--- src/sv/sstq_pkg.sv ---
// ----------------------------------------------------------------------------
// sstq_pkg
// Shared types and constants for the stable sorted timer queue.
// ----------------------------------------------------------------------------
`default_nettype none

package sstq_pkg;

  localparam int PRIO_W    = 32;
  localparam int TAG_W     = 16;
  localparam int REQ_W     = 2;
  localparam int STAT_W    = 2;
  localparam int CNT_OUT_W = 7;
  localparam int IN_W      = 56;
  localparam int OUT_W     = 64;

  typedef enum logic [REQ_W-1:0] {
    REQ_SORTED = 2'd0,
    REQ_APPEND = 2'd1,
    REQ_POP    = 2'd2,
    REQ_DELETE = 2'd3
  } req_t;

  typedef enum logic [STAT_W-1:0] {
    ST_OK       = 2'd0,
    ST_EMPTY    = 2'd1,
    ST_FULL     = 2'd2,
    ST_NOTFOUND = 2'd3
  } status_t;

  typedef enum logic [2:0] {
    S_IDLE,
    S_EVAL,
    S_READ,
    S_CHECK,
    S_FIN
  } state_t;

  typedef struct packed {
    logic [PRIO_W-1:0] prio;
    logic [TAG_W-1:0]  tag;
  } entry_t;

  // Commands from the controller to the datapath.
  typedef struct packed {
    logic load;
    logic scan_head;
    logic scan_tail;
    logic step;
    logic finish;
  } ctrl_cmd_t;

  // Status from the datapath to the controller.
  typedef struct packed {
    req_t req;
    logic full;
    logic empty;
    logic last;
    logic out_free;
  } dp_stat_t;

endpackage

`default_nettype wire

--- src/sv/stable_sorted_timer_queue.sv ---
// ----------------------------------------------------------------------------
// stable_sorted_timer_queue
// Ordered timer queue of up to DEPTH entries with stable sorted insert.
// ----------------------------------------------------------------------------
// The queue holds up to DEPTH entries of a 32-bit priority and a 16-bit tag,
// head first, in a memory with one read port and one write port. A sorted
// insert lands just before the first entry of strictly greater priority, so
// equal priorities keep their arrival order; append goes to the tail, pop
// returns the head, and delete removes the first entry whose tag matches.
// Each request item yields exactly one result item carrying a status, the
// popped entry (zero otherwise) and the entry count afterward. Requests are
// handled one at a time. A sorted insert walks the entries from the head to
// the tail, pop and delete walk all of them, an append visits only the tail
// slot, and a rejected request skips the walk. The walk is a read-then-check
// loop over the entry memory, with a READ and a CHECK state per entry because
// the memory read data is registered. A finished result sits in an output
// register, so the next request item is taken while the previous result is
// still waiting on m_tready.
// ----------------------------------------------------------------------------
`default_nettype none

module stable_sorted_timer_queue
  import sstq_pkg::*;
#(
  parameter int DEPTH = 64
)
(
  input  wire logic             clk,
  input  wire logic             rst,
  input  wire logic             s_tvalid,
  output logic                  s_tready,
  // s_tdata, from bit 0: req_type[1:0], entry_priority[33:2],
  // entry_tag[49:34], zero fill[55:50].
  input  wire logic [IN_W-1:0]  s_tdata,
  output logic                  m_tvalid,
  input  wire logic             m_tready,
  // m_tdata, from bit 0: status[1:0], out_priority[33:2], out_tag[49:34],
  // entry_count[56:50], zero fill[63:57].
  output logic [OUT_W-1:0]      m_tdata
);

  ctrl_cmd_t cmd;
  dp_stat_t  stat;

  // The controller only sequences; all storage and arithmetic are in the
  // datapath.
  sstq_ctrl u_ctrl (
    .clk      (clk),
    .rst      (rst),
    .in_valid (s_tvalid),
    .stat     (stat),
    .cmd      (cmd),
    .in_ready (s_tready)
  );

  sstq_dp #(
    .DEPTH (DEPTH)
  ) u_dp (
    .clk       (clk),
    .rst       (rst),
    .cmd       (cmd),
    .stat      (stat),
    .in_data   (s_tdata),
    .out_valid (m_tvalid),
    .out_ready (m_tready),
    .out_data  (m_tdata)
  );

endmodule

`default_nettype wire

--- src/sv/sstq_ctrl.sv ---
// ----------------------------------------------------------------------------
// sstq_ctrl
// Sequencer for one queue request: decode, read/check loop, result.
// ----------------------------------------------------------------------------
`default_nettype none

module sstq_ctrl
  import sstq_pkg::*;
(
  input  wire logic      clk,
  input  wire logic      rst,
  input  wire logic      in_valid,
  input  wire dp_stat_t  stat,
  output ctrl_cmd_t      cmd,
  output logic           in_ready
);

  state_t state;
  state_t state_next;

  always_ff @(posedge clk) begin
    if (rst) begin
      state <= S_IDLE;
    end else begin
      state <= state_next;
    end
  end

  always_comb begin
    state_next = state;
    case (state)
      S_IDLE: begin
        if (in_valid) state_next = S_EVAL;
      end
      S_EVAL: begin
        case (stat.req)
          REQ_SORTED, REQ_APPEND: state_next = stat.full ? S_FIN : S_READ;
          REQ_POP, REQ_DELETE:    state_next = stat.empty ? S_FIN : S_READ;
          default:                state_next = S_FIN;
        endcase
      end
      S_READ:  state_next = S_CHECK;
      S_CHECK: state_next = stat.last ? S_FIN : S_READ;
      S_FIN: begin
        if (stat.out_free) state_next = S_IDLE;
      end
      default: state_next = S_IDLE;
    endcase
  end

  always_comb begin
    cmd      = '0;
    in_ready = 1'b0;
    case (state)
      S_IDLE: begin
        in_ready = 1'b1;
        cmd.load = in_valid;
      end
      S_EVAL: begin
        // Appends go straight to the tail; everything else scans from the head.
        if (stat.req == REQ_APPEND) begin
          cmd.scan_tail = 1'b1;
        end else begin
          cmd.scan_head = 1'b1;
        end
      end
      S_READ:  cmd = '0;
      S_CHECK: cmd.step = 1'b1;
      S_FIN:   cmd.finish = stat.out_free;
      default: cmd = '0;
    endcase
  end

endmodule

`default_nettype wire

--- src/sv/sstq_dp.sv ---
// ----------------------------------------------------------------------------
// sstq_dp
// Entry memory, scan index, carry register and result register.
// ----------------------------------------------------------------------------
`default_nettype none

module sstq_dp
  import sstq_pkg::*;
#(
  parameter int DEPTH = 64
)
(
  input  wire logic             clk,
  input  wire logic             rst,
  input  wire ctrl_cmd_t        cmd,
  output dp_stat_t              stat,
  input  wire logic [IN_W-1:0]  in_data,
  output logic                  out_valid,
  input  wire logic             out_ready,
  output logic [OUT_W-1:0]      out_data
);

  localparam int AW = (DEPTH > 1) ? $clog2(DEPTH) : 1;
  localparam int CW = $clog2(DEPTH + 1);

  entry_t mem [DEPTH];
  entry_t rdata;

  req_t              req_r;
  logic [PRIO_W-1:0] prio_r;
  logic [TAG_W-1:0]  tag_r;
  entry_t            carry;
  logic              found;
  logic [PRIO_W-1:0] pop_prio;
  logic [TAG_W-1:0]  pop_tag;
  logic [CW-1:0]     count;
  logic [CW-1:0]     idx;

  logic          ins;
  logic          at_tail;
  logic          hit;
  logic          match;
  logic [CW-1:0] idx_m1;
  logic [CW-1:0] count_m1;
  logic          we;
  logic [AW-1:0] waddr;
  entry_t        wdata;

  status_t       res_status;
  logic [CW-1:0] res_count;
  logic [CW+CNT_OUT_W-1:0] res_count_ext;

  assign ins      = (req_r == REQ_SORTED) || (req_r == REQ_APPEND);
  assign at_tail  = (idx == count);
  assign idx_m1   = idx - CW'(1);
  assign count_m1 = count - CW'(1);
  assign hit      = found || at_tail || (rdata.prio > prio_r);
  assign match    = (req_r == REQ_POP) || (rdata.tag == tag_r);

  // Insert: from the insertion point on, each slot takes the carried entry
  // and hands its old entry forward. Removal: after the victim, each entry
  // moves down by one slot.
  assign we    = cmd.step && (ins ? hit : found);
  assign waddr = ins ? idx[AW-1:0] : idx_m1[AW-1:0];
  assign wdata = ins ? carry : rdata;

  always_ff @(posedge clk) begin
    if (we) mem[waddr] <= wdata;
    rdata <= mem[idx[AW-1:0]];
  end

  assign stat.req      = req_r;
  assign stat.full     = (count == CW'(DEPTH));
  assign stat.empty    = (count == '0);
  assign stat.last     = ins ? at_tail : (idx == count_m1);
  assign stat.out_free = !out_valid || out_ready;

  always_ff @(posedge clk) begin
    if (cmd.load) begin
      req_r    <= req_t'(in_data[REQ_W-1:0]);
      prio_r   <= in_data[REQ_W +: PRIO_W];
      tag_r    <= in_data[REQ_W+PRIO_W +: TAG_W];
      carry    <= {in_data[REQ_W +: PRIO_W], in_data[REQ_W+PRIO_W +: TAG_W]};
      found    <= 1'b0;
      pop_prio <= '0;
      pop_tag  <= '0;
    end
    if (cmd.scan_head) begin
      idx   <= '0;
      found <= 1'b0;
    end
    if (cmd.scan_tail) begin
      idx   <= count;
      found <= 1'b1;
    end
    if (cmd.step) begin
      idx <= idx + CW'(1);
      if (ins) begin
        if (hit) begin
          carry <= rdata;
          found <= 1'b1;
        end
      end else if (!found && match) begin
        found <= 1'b1;
        if (req_r == REQ_POP) begin
          pop_prio <= rdata.prio;
          pop_tag  <= rdata.tag;
        end
      end
    end
  end

  always_comb begin
    res_status = ST_OK;
    res_count  = count;
    case (req_r)
      REQ_SORTED, REQ_APPEND: begin
        if (stat.full) begin
          res_status = ST_FULL;
        end else begin
          res_count = count + CW'(1);
        end
      end
      REQ_POP: begin
        if (stat.empty) begin
          res_status = ST_EMPTY;
        end else begin
          res_count = count_m1;
        end
      end
      REQ_DELETE: begin
        if (found) begin
          res_count = count_m1;
        end else begin
          res_status = ST_NOTFOUND;
        end
      end
      default: res_status = ST_OK;
    endcase
  end

  assign res_count_ext = {{CNT_OUT_W{1'b0}}, res_count};

  always_ff @(posedge clk) begin
    if (rst) begin
      count     <= '0;
      out_valid <= 1'b0;
    end else begin
      if (cmd.finish) begin
        count     <= res_count;
        out_valid <= 1'b1;
      end else if (out_valid && out_ready) begin
        out_valid <= 1'b0;
      end
    end
  end

  always_ff @(posedge clk) begin
    if (cmd.finish) begin
      out_data <= {{(OUT_W-STAT_W-PRIO_W-TAG_W-CNT_OUT_W){1'b0}},
                   res_count_ext[CNT_OUT_W-1:0], pop_tag, pop_prio, res_status};
    end
  end

endmodule

`default_nettype wire

--- config.mk ---
export PLATFORM = sky130hd
export DESIGN_NAME = stable_sorted_timer_queue
export DESIGN_NICKNAME = d
export VERILOG_FILES = /design/src/sv/sstq_pkg.sv /design/src/sv/stable_sorted_timer_queue.sv /design/src/sv/sstq_ctrl.sv /design/src/sv/sstq_dp.sv
export SDC_FILE = /design/constraint.sdc
export NUM_CORES = 2
export LEC_CHECK = 0
export BUFFER_PORTS_ARGS = -buffer_cell sky130_fd_sc_hd__buf_2
export CAP_MARGIN = 0
export CORE_AREA = 5 5 540 542
export CTS_CLUSTER_DIAMETER = 50
export DETAILED_ROUTE_END_ITERATION = 10
export DIE_AREA = 0 0 545 547
export PLACE_DENSITY = 0.69
export REMOVE_ABC_BUFFERS = 1
export SYNTH_ARGS = -nofsm -noshare
export SYNTH_HDL_FRONTEND = slang
export SYNTH_HIERARCHICAL = 1
export SYNTH_SLANG_ARGS = --single-unit
--- constraint.sdc ---
create_clock -name clk -period 13.1 [get_ports clk]
set_clock_uncertainty 0.2 [all_clocks]
set_input_delay 2.62 -clock clk [delete_from_list [all_inputs] [get_ports clk]]
set_output_delay 2.62 -clock clk [all_outputs]
set_load 0.05 [all_outputs]
[After elaboration in Yosys (flattened, before gate mapping)]
Memory sizes are Yosys's and may differ from the RTL's. A register that Yosys moved wholly into a read port is not among the register bits.
Index checks and enable logic that the tools add are counted.
Storage, ports and cells
  flip-flop bits (word level): 222
  latch bits: 0
  bits in writable memories: 3072
  memory bits (read-only): 0
  output and inout bits: 66
  word-level logic and storage cells: 104
  memories kept: 1
Operators by class
  add/subtract/negate cells: 4
  multipliers: 0
  div/mod/pow operators: 0
  $lt $le $gt $ge: 1
  equality and inequality tests: 13
  shifts and indexed selects: 0
  mux-type cells: 54
  bitwise operators: 0
  reduce and logical (&&, ||, !) cells: 18
Memory list
  u_dp.mem: depth 64, width 48, read ports 1, clocked after Yosys merged registers in 1, wr ports 1, RTL line sstq_dp.sv:26  | entry_t mem [DEPTH];
Operators by type and width (number)
  $mux 48: 5
  $mux 32: 5
  $mux 16: 5
  $mux 7: 6
  $gt 32x32->1: 1
  $pmux 7 s3: 1
  $mux 1: 20
  $eq 16x16->1: 1
  $mux 3: 5
  $pmux 3 s5: 1
  $add 7x1->7 const B: 2
  $eq 7x7->1: 2
  $eq 7x7->1 const B: 1
  $logic_not 7->1: 1
  $sub 7x1->7 const B: 1
  $eq 3x2->1 const B: 2
  $mux 2: 3
  $mux 6: 1
  $pmux 2 s3: 1
  $pmux 3 s2: 1
  $sub 6x1->6 const B: 1
  $logic_or 1x1->1: 5
  $eq 2x2->1 const B: 2
  $reduce_or 2->1: 2
  12 further kinds: 15

[Logic depth before layout (Yosys ltp)]
  depth in word-level cells: 8
  mapped depth: 12
  mapped depth without buffers: 10

[Hierarchy]
Netlist, hierarchy kept.
By module, submodules not included
  sstq_dp: instances 1, cells each 5614, area each 128020.3 sq um, seq. area each 98734.7 sq um
  sstq_ctrl: instances 1, cells each 25, area each 201.4 sq um, seq. area each 60.1 sq um

[Least setup slack after synthesis]
OpenSTA, ideal clock, no wires.
  path kind: reg2reg
  from: reg u_dp.idx[0]
  to: mem u_dp/mem[9][0] in the netlist's numbering, enable pin
  library setup time: 573 ps
  arrival: 6804 ps
  path slack: 5524 ps
  stages on the path, launching flop included: 11
  path buffers: 4
  cell sequence: edfxtp_1 > buf_2 > clkbuf_1 > buf_2 > clkbuf_1 > inv_1 > ha_1 > xor2_1 > o32ai_1 > nand2_1 > nor4_1
Between the ends
  word-level cells in the longest chain between the ends: 7
RTL lines
  start, declared: RTL line sstq_dp.sv:37  | logic [CW-1:0] idx;
  start signal, assigned: RTL line sstq_dp.sv:93  | idx <= count;
  start signal, assigned: RTL line sstq_dp.sv:97  | idx <= idx + CW'(1);
  $eq 7x7->1: RTL line sstq_dp.sv:54  | assign at_tail = (idx == count);
  $logic_or 1x1->1 (2 in series): RTL line sstq_dp.sv:57  | assign hit = found || at_tail || (rdata.prio > prio_r);
  $mux 1: RTL line sstq_dp.sv:63  | assign we = cmd.step && (ins ? hit : found);
  $logic_and 1x1->1: RTL line sstq_dp.sv:63
  $mux 1: RTL line sstq_dp.sv:68  | if (we) mem[waddr] <= wdata;
  $mux 1 (implied by the code): RTL line sstq_dp.sv:68
  end, declared: RTL line sstq_dp.sv:26
Parallel ways exist; a longest one is shown, timed or not.

==> flow_metrics.tcl <==
set metrics [dict create \
    firstDrtPassIters 6 \
    ir_drop_mv 0.108 \
    cts-resized-gates 0 \
    clockBufferDepth 4 \
    fin_total_pwr_mw 25.1 \
    die_width_um 545 \
    setup_violations 0 \
    synth_edf_count 3186 \
    ys_ff_latch 3342 \
    initial_core_util_pct 44.8 \
    yosysSeqAreaShare_pct 77.0 \
    die_y_um 547 \
    setup-tns-final_ns 0 \
    viasPerCell 6.25 \
    outcome "completed" \
    drive_above_1_share_pct 29.4 \
    clk_pin_slew_worst_paths_ns 0.06 \
    cp-end-kind "register" \
    swShare_pct 24.1 \
    cts_setup_buffers 0 \
    io_buffers 112 \
    fp-row-count 197 \
    p_leak_nw 45.7 \
    syn2layout_area_growth_pct 12.8 \
    pwr-share-seq_pct 51.8 \
    cts_tree "yes" \
    cts.sinks 3342 \
    layout_common_cells "3186 x edfxtp_1, 960 x mux4_2, 342 x clkbuf_16, 192 x nand2_1, 156 x dfxtp_1" \
    cts_hold_buffers 0 \
    finalCritPeriodShare_pct 46.5 \
    fmax_mhz 164 \
    async_reset_ff_share_pct 0 \
    worst_pin_slew_ns 1.44 \
    synthFlopType "edfxtp_1" \
    power.switching_mw 6.05 \
    min_path_type "register to register" \
    power_frac_clock_pct 37.1 \
    htreeDepth 5 \
    r2r_setup_slack_ns 7.01 \
    wl_per_cell_um 33.6 \
    critical_path_required_ns 13.64 \
    slew_violations 0 \
    grt_pass1_vias 62100 \
    num-nets-final 6034 \
    rsz0062_at_grt "no" \
    dp_cells 9384 \
    cellPowerDensity_nw_per_um2 173 \
    synth_area_sq_um 128000 \
    maxCapViolations 0 \
    die-area_sq_um 298000 \
    pin_count 126 \
    synth_cells 5639 \
    drc 0 \
    ant_nets 0 \
    core_area_sq_um 286000 \
    grt_start_max_net_pins 140 \
    antenna_found_initial 14 \
    ys.warnings.count 6 \
    drt_iter0_markers 10100 \
    grt-ovfl-total 0 \
    fin_cells 9986 \
    synth_area_per_cell_sq_um 22.7 \
    hpwl_um 175000 \
    clk_latency_ns 0.88 \
    period_minus_slack_ns 6.09 \
    grt_pass1_wl_um 470000 \
    finalInstanceArea_sq_um 145000 \
    worst_ep_arrival_time_ns 6.63 \
    numCtsBuffers 332 \
    clockRootBuffer "clkbuf_16" \
    hold_violations 0 \
    grt.total_usage_pct 22.2 \
    crit_type "register to register" \
    place.gp.congestion 0.839 \
    wl_um 335000 \
    timing.slew.headroom_pct 3.55 \
    combPwrFrac_pct 11.1 \
    placed_area_sq_um 134000 \
    final_common_cell "edfxtp_1" \
    vias 62400 \
    synth_cell_types 56 \
    cp_max_fo 84 \
    p_int_mw 19.0 \
    cp-start-kind "register" \
]
[layer usage]
layer | vias up | wire length (um) | track usage [%] | part of all wire (%)
li1 | 24400 | - | - | -
met1 | 33200 | 122000 | 30.7 | 37
met2 | 4075 | 158000 | 34.2 | 47
met3 | 678 | 40900 | 5.87 | 12
met4 | 4 | 14100 | 8.38 | 4.2
met5 | - | 30 | 0 | 0.0090
[sequential cells by signal, summed over array words and instances (netlist names)]
| name | count |
|---|---|
| u_dp/pop_tag | 16 |
| u_dp/out_data | 57 |
| u_dp/rdata | 48 |
| u_dp/idx | 7 |
| u_dp/pop_prio | 32 |
| u_dp/carry | 48 |
| u_dp/out_valid | 1 |
| u_dp/tag_r | 16 |
| u_dp/prio_r | 32 |
| u_dp/count | 7 |
| u_dp/req_r | 2 |
| u_dp/found | 1 |
| u_ctrl/state | 3 |
| u_dp/mem | 3072 |
[final timing paths]
path | cells after the start | endpoint | start
min | 0 | u_dp/out_data[9] | u_dp/pop_prio[7]
max | 9 | u_dp/rdata[44] | u_dp/idx[0]
max reg2reg | 9 | u_dp/rdata[44] | u_dp/idx[0]
min reg2reg | 0 | u_dp/out_data[9] | u_dp/pop_prio[7]
[metrics by stage]
step / setup slack, ns / util (%) / hold slack, ns
2_1_floorplan: -23.20 / - / 0.209
3_3_place_gp: 6.84 / 46.8 / 0.216
3_5_place_dp: 6.84 / 46.8 / 0.216
4_1_cts: 6.86 / 50.5 / 0.230
5_1_grt: 6.39 / 50.5 / 0.231
6_report: 7.01 / 50.5 / 0.229
[cells by family after synthesis]
group / share of synthesized area [%]
flip-flops: 77.0
multiplexers: 17.7
AND/OR/NAND/NOR: 1.68
buffers and inverters: 1.20
AO/OA/AOI/OAI: 1.72
XOR/XNOR: 0.307
adder cells (fa/ha/maj): 0.361
other: 0.00292
[worst max-delay path, cell delays in order (launching register included)]
cell	delay [ns]
edfxtp_1	0.36
buf_4	0.54
buf_12	0.57
buf_4	0.77
buf_4	0.79
buf_4	0.86
mux4_2	0.61
mux4_2	0.46
a22oi_1	0.37
nand2_1	0.12
[synth_stat cells (51+ instances only)]
cell type	instances	area [sq um]
nand2b_1	60	375
edfxtp_1	3186	95700
a21oi_1	68	340
mux2i_1	51	510
a22oi_1	97	728
dfxtp_1	156	3120
nor2_1	130	488
o21ai_0	65	325
nand2_1	194	728
mux4_2	960	21600
buf_2	110	551
clkbuf_1	170	638
[layout make-up]
type / count / area, sq um
Fill cell: 22000 / 142000
Sequential cell: 3342 / 98800
Multi-Input combinational cell: 1939 / 28400
Clock buffer: 426 / 8950
Tap cell: 3781 / 4730
Timing Repair Buffer: 274 / 1860
Clock inverter: 170 / 1620
Inverter: 48 / 180
Antenna cell: 6 / 15.0
[power by group through the flow]
stage / clock network (mW) / logic, mW / registers (mW)
final: 9.30 / 2.78 / 13.0
after global routing: 9.89 / 2.96 / 13.0
after CTS: 9.42 / 2.76 / 13.0
after detailed placement: 0 / 2.76 / 13.2
after global placement: 0 / 2.64 / 13.2
after floorplan: 0 / 2.83 / 13.3
Power figures use the tool's default switching activity.
